### src/design/assert_macros.svh
// assertion macros shared by the rtl
`ifndef ASSERT_MACROS_SVH
`define ASSERT_MACROS_SVH

// condition must hold at every clock edge out of reset
`define ASSERT_ALWAYS(label, clk, rst, cond, msg) \
   label: assert property (@(posedge clk) disable iff (rst) (cond)) else $error(msg);

// antecedent implies consequent in the next cycle
`define ASSERT_NEXT(label, clk, rst, ante, cons, msg) \
   label: assert property (@(posedge clk) disable iff (rst) (ante) |=> (cons)) else $error(msg);

`endif

### src/design/bfs_pkg.sv
// types and constants of the bounded fifo with search
package bfs_pkg;

   localparam int VALUE_W       = 32;
   localparam int CAP_W         = 6;
   localparam int DEFAULT_DEPTH = 32;
   localparam int RESULT_LIMIT  = 32;
   localparam logic [CAP_W-1:0] CAP_RESET = 6'd32;

   typedef enum logic [1:0] {
      ACT_ENQUEUE = 2'd0,
      ACT_DEQUEUE = 2'd1,
      ACT_QUERY   = 2'd2,
      ACT_DUMP    = 2'd3
   } action_type;

   typedef enum logic [2:0] {
      KIND_ENQUEUED   = 3'd0,
      KIND_OVERFLOW   = 3'd1,
      KIND_DEQUEUED   = 3'd2,
      KIND_UNDERFLOW  = 3'd3,
      KIND_FOUND      = 3'd4,
      KIND_NOT_FOUND  = 3'd5,
      KIND_DUMP_ENTRY = 3'd6,
      KIND_DUMP_EMPTY = 3'd7
   } kind_type;

   typedef enum logic [1:0] {
      ST_IDLE,
      ST_EXEC,
      ST_SCAN
   } state_type;

   typedef struct packed {
      kind_type                   kind;
      logic signed [VALUE_W-1:0]  value;
      logic                       last;
   } result_type;

endpackage

### src/design/bfs_ram.sv
// generic single-clock ram with one write port and one registered read port
module bfs_ram #(
   parameter int WIDTH = 32,
   parameter int DEPTH = 32
) (
   input  logic                     clock,
   input  logic                     wr_en,
   input  logic [$clog2(DEPTH)-1:0] wr_addr,
   input  logic [WIDTH-1:0]         wr_data,
   input  logic                     rd_en,
   input  logic [$clog2(DEPTH)-1:0] rd_addr,
   output logic [WIDTH-1:0]         rd_data
);

   logic [WIDTH-1:0] mem_ff [DEPTH];
   logic [WIDTH-1:0] rd_data_ff;

   always_ff @(posedge clock) begin
      if (wr_en) begin
         mem_ff[wr_addr] <= wr_data;
      end
      if (rd_en) begin
         rd_data_ff <= mem_ff[rd_addr];
      end
   end

   assign rd_data = rd_data_ff;

endmodule

### src/design/bfs_out_reg.sv
// output register between the engine and the result channel
module bfs_out_reg (
   input  logic                clock,
   input  logic                reset,
   input  logic                push,
   input  bfs_pkg::result_type push_data,
   output logic                free,
   output logic                out_valid,
   input  logic                out_ready,
   output bfs_pkg::result_type out_data
);

   import bfs_pkg::*;

   logic       valid_ff;
   logic       valid_in;
   result_type data_ff;

   assign free = !valid_ff || out_ready;

   always_comb begin
      valid_in = valid_ff;
      if (push) begin
         valid_in = 1'b1;
      end else if (out_ready) begin
         valid_in = 1'b0;
      end
   end

   always_ff @(posedge clock) begin
      if (reset) begin
         valid_ff <= 1'b0;
      end else begin
         valid_ff <= valid_in;
      end
   end

   always_ff @(posedge clock) begin
      if (push) begin
         data_ff <= push_data;
      end
   end

   assign out_valid = valid_ff;
   assign out_data  = data_ff;

endmodule

### src/design/bfs_engine.sv
// queue sequencer: pointers, count and entry walk over the entry ram
module bfs_engine #(
   parameter int QUEUE_DEPTH = bfs_pkg::DEFAULT_DEPTH,
   parameter int CNT_W       = 6
) (
   input  logic                              clock,
   input  logic                              reset,
   input  logic                              req_valid,
   output logic                              req_ready,
   input  bfs_pkg::action_type               req_action,
   input  logic signed [bfs_pkg::VALUE_W-1:0] req_value,
   input  logic [CNT_W-1:0]                  allowed,
   input  logic                              out_free,
   output logic                              push,
   output bfs_pkg::result_type               push_data,
   output logic [CNT_W-1:0]                  count
);

   import bfs_pkg::*;

   localparam int IDX_W = $clog2(QUEUE_DEPTH);

   function automatic logic [IDX_W-1:0] next_slot(input logic [IDX_W-1:0] slot);
      logic [IDX_W-1:0] nxt;
      if (slot == IDX_W'(QUEUE_DEPTH - 1)) begin
         nxt = '0;
      end else begin
         nxt = slot + 1'b1;
      end
      return nxt;
   endfunction

   state_type                 state_ff, state_in;
   action_type                act_ff, act_in;
   logic signed [VALUE_W-1:0] val_ff, val_in;
   logic [IDX_W-1:0]          head_ff, head_in;
   logic [IDX_W-1:0]          tail_ff, tail_in;
   logic [CNT_W-1:0]          count_ff, count_in;
   logic [IDX_W-1:0]          ptr_ff, ptr_in;
   logic [CNT_W-1:0]          idx_ff, idx_in;
   logic [CNT_W-1:0]          len_ff, len_in;
   logic                      hit_ff, hit_in;

   logic                      ram_we;
   logic                      ram_re;
   logic [IDX_W-1:0]          ram_raddr;
   logic [VALUE_W-1:0]        ram_rdata;

   logic full;
   logic empty;
   logic last_entry;
   logic consume;
   logic single_done;
   logic accept;

   assign accept      = req_valid && (state_ff == ST_IDLE);
   assign full        = count_ff >= allowed;
   assign empty       = count_ff == '0;
   assign last_entry  = (idx_ff + 1'b1) == len_ff;
   assign consume     = (state_ff == ST_SCAN)
                        && (out_free || (act_ff == ACT_QUERY && !last_entry));
   assign single_done = (state_ff == ST_EXEC) && out_free
                        && (act_ff == ACT_ENQUEUE || empty);

   bfs_ram #(
      .WIDTH (VALUE_W),
      .DEPTH (QUEUE_DEPTH)
   ) u_entry_ram (
      .clock   (clock),
      .wr_en   (ram_we),
      .wr_addr (tail_ff),
      .wr_data (val_ff),
      .rd_en   (ram_re),
      .rd_addr (ram_raddr),
      .rd_data (ram_rdata)
   );

   // next state
   always_comb begin
      state_in = state_ff;
      unique case (state_ff)
         ST_IDLE: begin
            if (accept) begin
               state_in = ST_EXEC;
            end
         end
         ST_EXEC: begin
            if (act_ff != ACT_ENQUEUE && !empty) begin
               state_in = ST_SCAN;
            end else if (single_done) begin
               state_in = ST_IDLE;
            end
         end
         ST_SCAN: begin
            if (consume && last_entry) begin
               state_in = ST_IDLE;
            end
         end
         default: state_in = ST_IDLE;
      endcase
   end

   // outputs and datapath
   always_comb begin
      act_in    = act_ff;
      val_in    = val_ff;
      head_in   = head_ff;
      tail_in   = tail_ff;
      count_in  = count_ff;
      ptr_in    = ptr_ff;
      idx_in    = idx_ff;
      len_in    = len_ff;
      hit_in    = hit_ff;
      ram_we    = 1'b0;
      ram_re    = 1'b0;
      ram_raddr = next_slot(ptr_ff);
      push      = 1'b0;
      push_data = '{kind: KIND_OVERFLOW, value: '0, last: 1'b1};

      unique case (state_ff)
         ST_IDLE: begin
            if (accept) begin
               act_in = req_action;
               val_in = req_value;
               hit_in = 1'b0;
            end
         end
         ST_EXEC: begin
            if (act_ff != ACT_ENQUEUE && !empty) begin
               ram_re    = 1'b1;
               ram_raddr = head_ff;
               ptr_in    = head_ff;
               idx_in    = '0;
               len_in    = (act_ff == ACT_DEQUEUE) ? CNT_W'(1) : count_ff;
            end else if (single_done) begin
               push = 1'b1;
               unique case (act_ff)
                  ACT_ENQUEUE: begin
                     if (full) begin
                        push_data.kind = KIND_OVERFLOW;
                     end else begin
                        push_data.kind  = KIND_ENQUEUED;
                        push_data.value = val_ff;
                        ram_we          = 1'b1;
                        tail_in         = next_slot(tail_ff);
                        count_in        = count_ff + 1'b1;
                     end
                  end
                  ACT_DEQUEUE: push_data.kind = KIND_UNDERFLOW;
                  ACT_QUERY: begin
                     push_data.kind  = KIND_NOT_FOUND;
                     push_data.value = val_ff;
                  end
                  ACT_DUMP: push_data.kind = KIND_DUMP_EMPTY;
                  default: push_data.kind = KIND_OVERFLOW;
               endcase
            end
         end
         ST_SCAN: begin
            if (consume) begin
               hit_in = hit_ff || (ram_rdata == val_ff);
               if (!last_entry) begin
                  ram_re = 1'b1;
                  ptr_in = next_slot(ptr_ff);
                  idx_in = idx_ff + 1'b1;
               end
               unique case (act_ff)
                  ACT_DEQUEUE: begin
                     push            = 1'b1;
                     push_data.kind  = KIND_DEQUEUED;
                     push_data.value = ram_rdata;
                     head_in         = next_slot(head_ff);
                     count_in        = count_ff - 1'b1;
                  end
                  ACT_QUERY: begin
                     push            = last_entry;
                     push_data.kind  = (hit_ff || ram_rdata == val_ff)
                                       ? KIND_FOUND : KIND_NOT_FOUND;
                     push_data.value = val_ff;
                  end
                  ACT_DUMP: begin
                     push            = 1'b1;
                     push_data.kind  = KIND_DUMP_ENTRY;
                     push_data.value = ram_rdata;
                     push_data.last  = last_entry;
                  end
                  default: push = 1'b0;
               endcase
            end
         end
         default: push = 1'b0;
      endcase
   end

   always_ff @(posedge clock) begin
      if (reset) begin
         state_ff <= ST_IDLE;
         head_ff  <= '0;
         tail_ff  <= '0;
         count_ff <= '0;
      end else begin
         state_ff <= state_in;
         head_ff  <= head_in;
         tail_ff  <= tail_in;
         count_ff <= count_in;
      end
   end

   always_ff @(posedge clock) begin
      act_ff <= act_in;
      val_ff <= val_in;
      ptr_ff <= ptr_in;
      idx_ff <= idx_in;
      len_ff <= len_in;
      hit_ff <= hit_in;
   end

   assign req_ready = state_ff == ST_IDLE;
   assign count     = count_ff;

endmodule

### src/design/bounded_fifo_with_search.sv
// top level of the bounded fifo with search
//
// req channel: one transaction per action; tuser selects enqueue, dequeue,
// query or dump and tdata carries the value. rsp channel: tuser gives the
// result kind, tdata the value and tlast marks the final result of an action.
// csr_we writes the capacity limit (effective limit is the smallest of the
// capacity, the queue depth and 32); write it only while the block is idle.
// Entries live in a ram with a registered read port; actions are handled
// one at a time. Enqueue, overflow, underflow and empty cases load their
// result into the output register from the exec state; dequeue reads the
// head entry in exec and loads it from scan. Query walks every stored
// entry through the ram read port; dump emits one entry per cycle while
// the output register is free. A new request is taken in the cycle after
// the last result is loaded. The output register keeps one result; while
// it is full and rsp_tready is low, no result is loaded. Reset empties the
// queue and output register and sets capacity to 32; ram is not cleared.
`include "assert_macros.svh"

module bounded_fifo_with_search #(
   parameter int QUEUE_DEPTH = bfs_pkg::DEFAULT_DEPTH
) (
   input  logic                       clock,
   input  logic                       reset,
   input  logic                       req_tvalid,
   output logic                       req_tready,
   input  logic [31:0]                req_tdata,   // [31:0] value
   input  logic [1:0]                 req_tuser,   // [1:0] action
   output logic                       rsp_tvalid,
   input  logic                       rsp_tready,
   output logic [31:0]                rsp_tdata,   // [31:0] result_value
   output logic [2:0]                 rsp_tuser,   // [2:0] result_kind
   output logic                       rsp_tlast,
   input  logic                       csr_we,
   input  logic [bfs_pkg::CAP_W-1:0]  csr_wdata
);

   import bfs_pkg::*;

   localparam int LIMIT = (QUEUE_DEPTH < RESULT_LIMIT) ? QUEUE_DEPTH : RESULT_LIMIT;
   localparam int CNT_W = $clog2(LIMIT + 1);

   logic [CAP_W-1:0] capacity_ff;
   logic [CAP_W-1:0] capacity_in;
   logic [CNT_W-1:0] allowed;
   logic [CNT_W-1:0] count;
   logic             push;
   logic             out_free;
   result_type       push_data;
   result_type       out_data;

   assign capacity_in = csr_we ? csr_wdata : capacity_ff;

   always_ff @(posedge clock) begin
      if (reset) begin
         capacity_ff <= CAP_RESET;
      end else begin
         capacity_ff <= capacity_in;
      end
   end

   always_comb begin
      if (int'(capacity_ff) > LIMIT) begin
         allowed = CNT_W'(LIMIT);
      end else begin
         allowed = CNT_W'(capacity_ff);
      end
   end

   bfs_engine #(
      .QUEUE_DEPTH (QUEUE_DEPTH),
      .CNT_W       (CNT_W)
   ) u_engine (
      .clock      (clock),
      .reset      (reset),
      .req_valid  (req_tvalid),
      .req_ready  (req_tready),
      .req_action (action_type'(req_tuser)),
      .req_value  (req_tdata),
      .allowed    (allowed),
      .out_free   (out_free),
      .push       (push),
      .push_data  (push_data),
      .count      (count)
   );

   bfs_out_reg u_out_reg (
      .clock     (clock),
      .reset     (reset),
      .push      (push),
      .push_data (push_data),
      .free      (out_free),
      .out_valid (rsp_tvalid),
      .out_ready (rsp_tready),
      .out_data  (out_data)
   );

   assign rsp_tdata = out_data.value;
   assign rsp_tuser = out_data.kind;
   assign rsp_tlast = out_data.last;

   `ASSERT_ALWAYS(a_count_limit, clock, reset, int'(count) <= LIMIT, "entry count above limit")
   `ASSERT_ALWAYS(a_no_overwrite, clock, reset, !(push && !out_free), "result overwritten")
   `ASSERT_NEXT(a_accept_busy, clock, reset, req_tvalid && req_tready, !req_tready, "busy accept")

endmodule

### config.mk
export PLATFORM = sky130hd
export DESIGN_NAME = bounded_fifo_with_search
export DESIGN_NICKNAME = d
export VERILOG_FILES = /design/src/design/bfs_pkg.sv /design/src/design/bfs_ram.sv /design/src/design/bfs_out_reg.sv /design/src/design/bfs_engine.sv /design/src/design/bounded_fifo_with_search.sv
export VERILOG_INCLUDE_DIRS = /design/src /design/src/design
export SDC_FILE = /design/constraint.sdc
export NUM_CORES = 1
export LEC_CHECK = 0
export BUFFER_PORTS_ARGS = -buffer_cell sky130_fd_sc_hd__buf_2
export CAP_MARGIN = 20
export CORE_MARGIN = 2
export CORE_UTILIZATION = 30
export CTS_CLUSTER_DIAMETER = 200
export DETAILED_ROUTE_END_ITERATION = 16
export PLACE_DENSITY = 0.44
export SLEW_MARGIN = 20
export SYNTH_ARGS = -nofsm -noshare
export SYNTH_HDL_FRONTEND = slang
export SYNTH_SLANG_ARGS = --single-unit
### constraint.sdc
create_clock -name clock -period 5.3 [get_ports clock]
set_clock_uncertainty 0.1 [all_clocks]
set_input_delay 0.53 -clock clock [delete_from_list [all_inputs] [get_ports clock]]
set_output_delay 0.53 -clock clock [all_outputs]
set_load 0.01 [all_outputs]
-- Yosys cells after proc, flatten, opt, wreduce, memory -nomap -nowiden
Memories as Yosys holds them, arrays and structs flattened. A register that Yosys moved wholly into a read port is not among the register bits.
Index checks and enable logic that the tools add are counted.
- register bits after elaboration: 113
- latch bits: 0
- memory bits (writable): 1024
- ROM bits: 0
- bits of input ports: 45
- output and inout port bits: 38
- logic and storage cells: 136
- memories: 1
- memory list (memory ; depth ; bits a word ; read ports ; clocked after Yosys merged registers in ; wr ports ; RTL line ; RTL):
    u_engine.u_entry_ram.mem_ff ; 32 ; 32 ; 1 ; 1 ; 1 ; bfs_ram.sv:15 ; logic [WIDTH-1:0] mem_ff [DEPTH];
- add/subtract/negate cells: 6
- multiply operators: 0
- div/mod/pow operators: 0
- $lt $le $gt $ge: 2
- equal/unequal tests: 21
- shifts and indexed selects: 0
- multiplexer cells: 58
- bitwise gates (word level): 2
- reductions and logical operators: 31
- operator list (operator ; count):
    $pmux W35 S3 ; 1
    $mux W35 ; 2
    $pmux W35 S2 ; 1
    $pmux W32 S2 ; 1
    $mux W6 ; 10
    $mux W5 ; 8
    $mux W36 ; 1
    $eq A32 B32 Y1 ; 1
    $mux W32 ; 1
    $pmux W6 S2 ; 2
    $mux W1 ; 20
    $add A5 B1 Y5 const B ; 3
    $eq A5 B5 Y1 const B ; 3
    $ne A2 B2 Y1 const B ; 7
    $add A6 B1 Y6 const B ; 2
    $pmux W3 S4 ; 1
    $reduce_and A3 Y1 ; 4
    $pmux W5 S2 ; 1
    $mux W2 ; 4
    $pmux W1 S2 ; 4
    $reduce_bool A2 Y1 ; 4
    $logic_and A1 B1 Y1 ; 7
    $reduce_and A7 Y1 ; 1
    $eq A2 B2 Y1 const B ; 3
    other kinds (17) ; 28

-- Longest topological paths before layout
- depth in word-level cells: 10
- depth in mapped cells: 12
- depth with buffers taken out: 10

-- Cells and area by module
Synthesis repeated with hierarchy kept, for this count alone.
- cell total of the unflattened synthesis: 2692
- area total of the unflattened synthesis: 46265.6 um2
- modules (own cells, without submodules) (module ; times used ; cells each ; area each (um2)):
    bfs_ram ; 1 ; 2260 ; 40812.9
    bfs_engine ; 1 ; 367 ; 4066.4
    bfs_out_reg ; 1 ; 40 ; 1127.3
    bounded_fifo_with_search ; 1 ; 25 ; 259.0

-- Worst setup path after synthesis
OpenSTA, ideal clock, no wires.
- path type: reg2reg
- from: register u_engine.count_ff[0] (netlist: u_engine.count[0])
- to: memory u_engine.u_entry_ram.mem_ff[28][0] (enable)
- setup time: 421 ps
- data arrival time: 3392 ps
- required time: 4779 ps
- path slack: 1387 ps
- stages on the path, launching flop included: 10
- path buffers: 0
- path through: dfxtp_1 > inv_1 > ha_1 > nand2b_1 > a21o_1 > a21o_1 > a211o_1 > a21oi_1 > nand2_1 > nor2_1
- word-level cells in the longest chain between the ends: 8
- RTL lines (element ; RTL line ; RTL):
    start, declared ; bfs_engine.sv:38 ; logic [CNT_W-1:0] count_ff, count_in;
    start signal, assigned ; bfs_engine.sv:205 ; count_ff <= count_in;
    $ge A6 B6 Y1 or $logic_not A6 Y1 (tied branches) ; bfs_engine.sv:57, bfs_engine.sv:58 ;
    $mux W1 or $logic_or A1 B1 Y1 (tied branches) ; bfs_engine.sv:139, bfs_engine.sv:63 ;
    $mux W1 or $logic_and A1 B1 Y1 (tied branches) ; bfs_engine.sv:137, bfs_engine.sv:63 ;
    $mux W1 ; bfs_engine.sv:135 ; end else if (single_done) begin
    $mux W1 * ; bfs_engine.sv:129 ; if (act_ff != ACT_ENQUEUE && !empty) begin
    $mux W1 * ; bfs_engine.sv:120 ; unique case (state_ff)
    $mux W1 * ; bfs_ram.sv:19 ; if (wr_en) begin
    $mux W1 (not written as such) * ; bfs_ram.sv:20 ; mem_ff[wr_addr] <= wr_data;
    end, declared ; bfs_ram.sv:15 ;
Mark *: on every way between the ends. The rest lies on a longest branch, timed or not.

-- Final worst setup path
- from: register u_engine.count_ff[5] (netlist: u_engine.count[5])
- to: register u_engine.u_entry_ram.rd_data_ff[1] (netlist: u_engine.u_entry_ram.rd_data[1]) (read register of u_engine.u_entry_ram.mem_ff), data pin
- word-level cells in the longest chain between the ends: 5
- RTL lines (element ; RTL line ; RTL):
    $logic_not A6 Y1 * ; bfs_engine.sv:58 ; assign empty = count_ff == '0;
    $logic_not A1 Y1 * ; bfs_engine.sv:129 ;
    $logic_and A1 B1 Y1 * ; bfs_engine.sv:129 ;
    $mux W1 or $mux W5 (tied branches) ; bfs_engine.sv:129 ;
    $pmux W1 S2 or $mux W5 (tied branches) ; bfs_engine.sv:120 ;
    end, declared ; bfs_ram.sv:16 ; logic [WIDTH-1:0] rd_data_ff;
Marks and branches as above.
A chain may end at the register's enable or synchronous reset.

==> flow_summary.toml <==
[outcome]
outcome = "complete, no violations"

[sta]
min_period_ns = 4.61
worstMarginPinSlew_ns = 1.06
setup_viol = 0
drv_slew = 0
finalHoldViolCount = 0
fmax_mhz = 217
slew_headroom = 0.294
worst_slack_ns = 0.695
rsz0062_at_grt = "false"
period_share = 0.869
setup_tns_ns = 0

[finish]
layout_common_cells = "edfxtp_1, mux2i_1, nand2_1"
seqCellArea_um2 = 34900
fillCellCount = 14600
final_nets = 3068
multi_input_area_um2 = 11800
final_common_cell = "edfxtp_1"
area_growth_pct = 17.5
fin_util = 0.355
fin_cells = 5157
final_area_um2 = 55500
drive_above_1_share = 0.194

[clock_tree]
cts_max_level = 4
clockBufferDepth = 3
cts_setup_buffers = 0
clk_latency_ns = 0.78
cts_buffers = 136
numClockSinks = 1169
path_clk_slew_ns = 0.05
cts_tree = "yes"
cts_root_buffer = "clkbuf_16"

[critical_path]
startpoint_type = "flip-flop"
worstSetupEndpointType = "flip-flop"
arrival_ns = 5.00
crit_path_top_delay_cell = "nor2_4"
required_ns = 5.70
max_stage_delay_ns = 0.87
worst-path-max-fanout = 20
crit_type = "reg2reg"
cp_cell_sequence = "or4_4 > o221ai_4 > inv_1 > nor3_1 > a21oi_1 > nor2_4 > buf_4 > a22o_1 > nor4_2"

[synthesis]
ys_seq_elements = 1169
synth_nets = 2816
syn_area_per_cell_um2 = 17.2
syn_area_um2 = 47200
ys_seq_area_frac = 0.739
synth_edf_count = 1144
synth_ff_type = "edfxtp_1"
ys.warnings.count = 0
async_flop_share = 0
postSynthCellCount = 2747
ys_types = 56

[global_routing]
grt_pass1_vias = 26100
grt_remaining_overflow = 0
grt_start_max_net_pins = 75
track_usage = 0.174
grt_pass1_wl_um = 200000
antenna_found_initial = 3

[job]
maxCapViolations = 0

[min_path]
hold_class = "in2reg"

[place]
dp_hpwl_um = 86500
pre_cts_ws_ns = 0.755
place_area_um2 = 50900
gp_congestion = 0.780
dp.cells = 4873
portBuffers = 82

[drt]
wire_per_inst_um = 27.4
ant_nets = 0
drt_iter0_markers = 2132
routed_wl_um = 141000
viasPerCell = 4.94
first_pass_iters = 5
vias = 25500
drc = 0

[floorplan]
die_h_um = 401
row_count = 145
dieArea_um2 = 160000
io_pins = 83
start_util = 0.302
coreArea_um2 = 156000
die_width_um = 401

[power]
static-leakage-power_nw = 19.0
p_per_area_nw_per_um2 = 411
vdd_drop_max_mv = 0.242
area by class of cell:
| type | count | share of cell area |
|---|---|---|
| Antenna cell | 1 | 0.0000451 |
| Clock buffer | 169 | 0.0644 |
| Clock inverter | 68 | 0.00891 |
| Inverter | 14 | 0.000948 |
| Multi-Input combinational cell | 1419 | 0.213 |
| Sequential cell | 1169 | 0.628 |
| Tap cell | 2058 | 0.0464 |
| Timing Repair Buffer | 259 | 0.0374 |
cell usage after synthesis, types with 3 or more instances:
master    count  share of area
edfxtp_1   1144           0.73
mux2i_1     489           0.10
nand2_1     220          0.018
mux2_2      132          0.032
a22o_1       96          0.018
nand3_1      74         0.0078
clkbuf_1     73         0.0058
nor2_1       63         0.0050
a31oi_1      37         0.0049
xnor2_1      33         0.0061
a32oi_1      32         0.0059
o22ai_1      32         0.0042
nor4_2       30         0.0080
a21oi_1      28         0.0030
buf_6        26         0.0062
dfxtp_1      25          0.011
ha_1         23         0.0061
buf_2        19         0.0020
buf_4        19         0.0030
o21ai_0      15         0.0016
inv_1        14         0.0011
xor2_1       12         0.0022
or3_1        11         0.0015
and2_1        9         0.0012
and3_1        9         0.0012
a21o_1        7         0.0011
nand2b_1      7        0.00093
nand4_1       6        0.00080
buf_1         5        0.00040
nand3b_1      5        0.00080
nor3_1        5        0.00053
nor4_1        5        0.00066
clkbuf_4      3        0.00048
nor2b_1       3        0.00040
o31ai_1       3        0.00048
or4_1         3        0.00048
xnor3_1       3         0.0014
power breakdown:
group	total, W	internal [W]	switching, W
clock	0.00867	0.00490	0.00377
sequential	0.0105	0.0104	0.0000755
combinational	0.00368	0.00143	0.00225
logic make-up after synthesis:
logic type / synth area share
simple gates: 0.0488
flops: 0.739
xor+xnor: 0.00978
fa+ha+maj: 0.00652
mux: 0.136
compound gates: 0.0417
buf+inv: 0.0190
path summary, 6_finish.rpt:
kind	startpoint	to	slack (ns)	cells past startpoint
worst max-delay path	u_engine.count[5]	u_engine.u_entry_ram.rd_data[1]	0.69	9
worst min-delay path	csr_we	capacity_ff[2]	0.09	3
worst max register to register	u_engine.count[5]	u_engine.u_entry_ram.rd_data[1]	0.69	9
worst min register to register	u_engine.state_ff[1]	u_engine.state_ff[1]	0.39	2
state kept, by name, indices dropped and copies added (netlist names):
name and flops:
u_engine.u_entry_ram.rd_data 32, u_engine.hit_ff 1, u_engine.ptr_ff 5, u_engine.state_ff 2, u_engine.val_ff 32, u_engine.count 6, u_engine.len_ff 6, u_engine.tail_ff 5
u_out_reg.out_data 36, u_engine.u_entry_ram.mem_ff 1024, u_engine.idx_ff 6, u_engine.head_ff 5, capacity_ff 6, u_engine.act_ff 2, u_out_reg.out_valid 1
what timing repair did:
| item | in CTS | in global routing |
|---|---|---|
| endpoints found under the hold margin | 40 | 0 |
| hold buffers | 46 | 0 |
| gates resized for setup | 0 | 0 |
layer usage:
metal	wire length (um)	global-route usage
met4	3130	0.0479
met2	67700	0.287
met5	0	0
met1	65300	0.239
met3	5160	0.0244
through the flow:
stage	hold WS, ns	total power, W
after floorplan	0.352	0.0132
after global placement	0.366	0.0143
after detailed placement	0.384	0.0143
after CTS	0.00959	0.0231
after global routing	0.0935	0.0236
final	0.0893	0.0228
critical path, delay by kind of cell, from the launching register on:
kind | cells | cell delay, ns
flops | 1 | 0.36
compound gates | 3 | 1.03
buf+inv | 2 | 0.92
simple gates | 4 | 1.87
(Power assumes the default switching activity.)
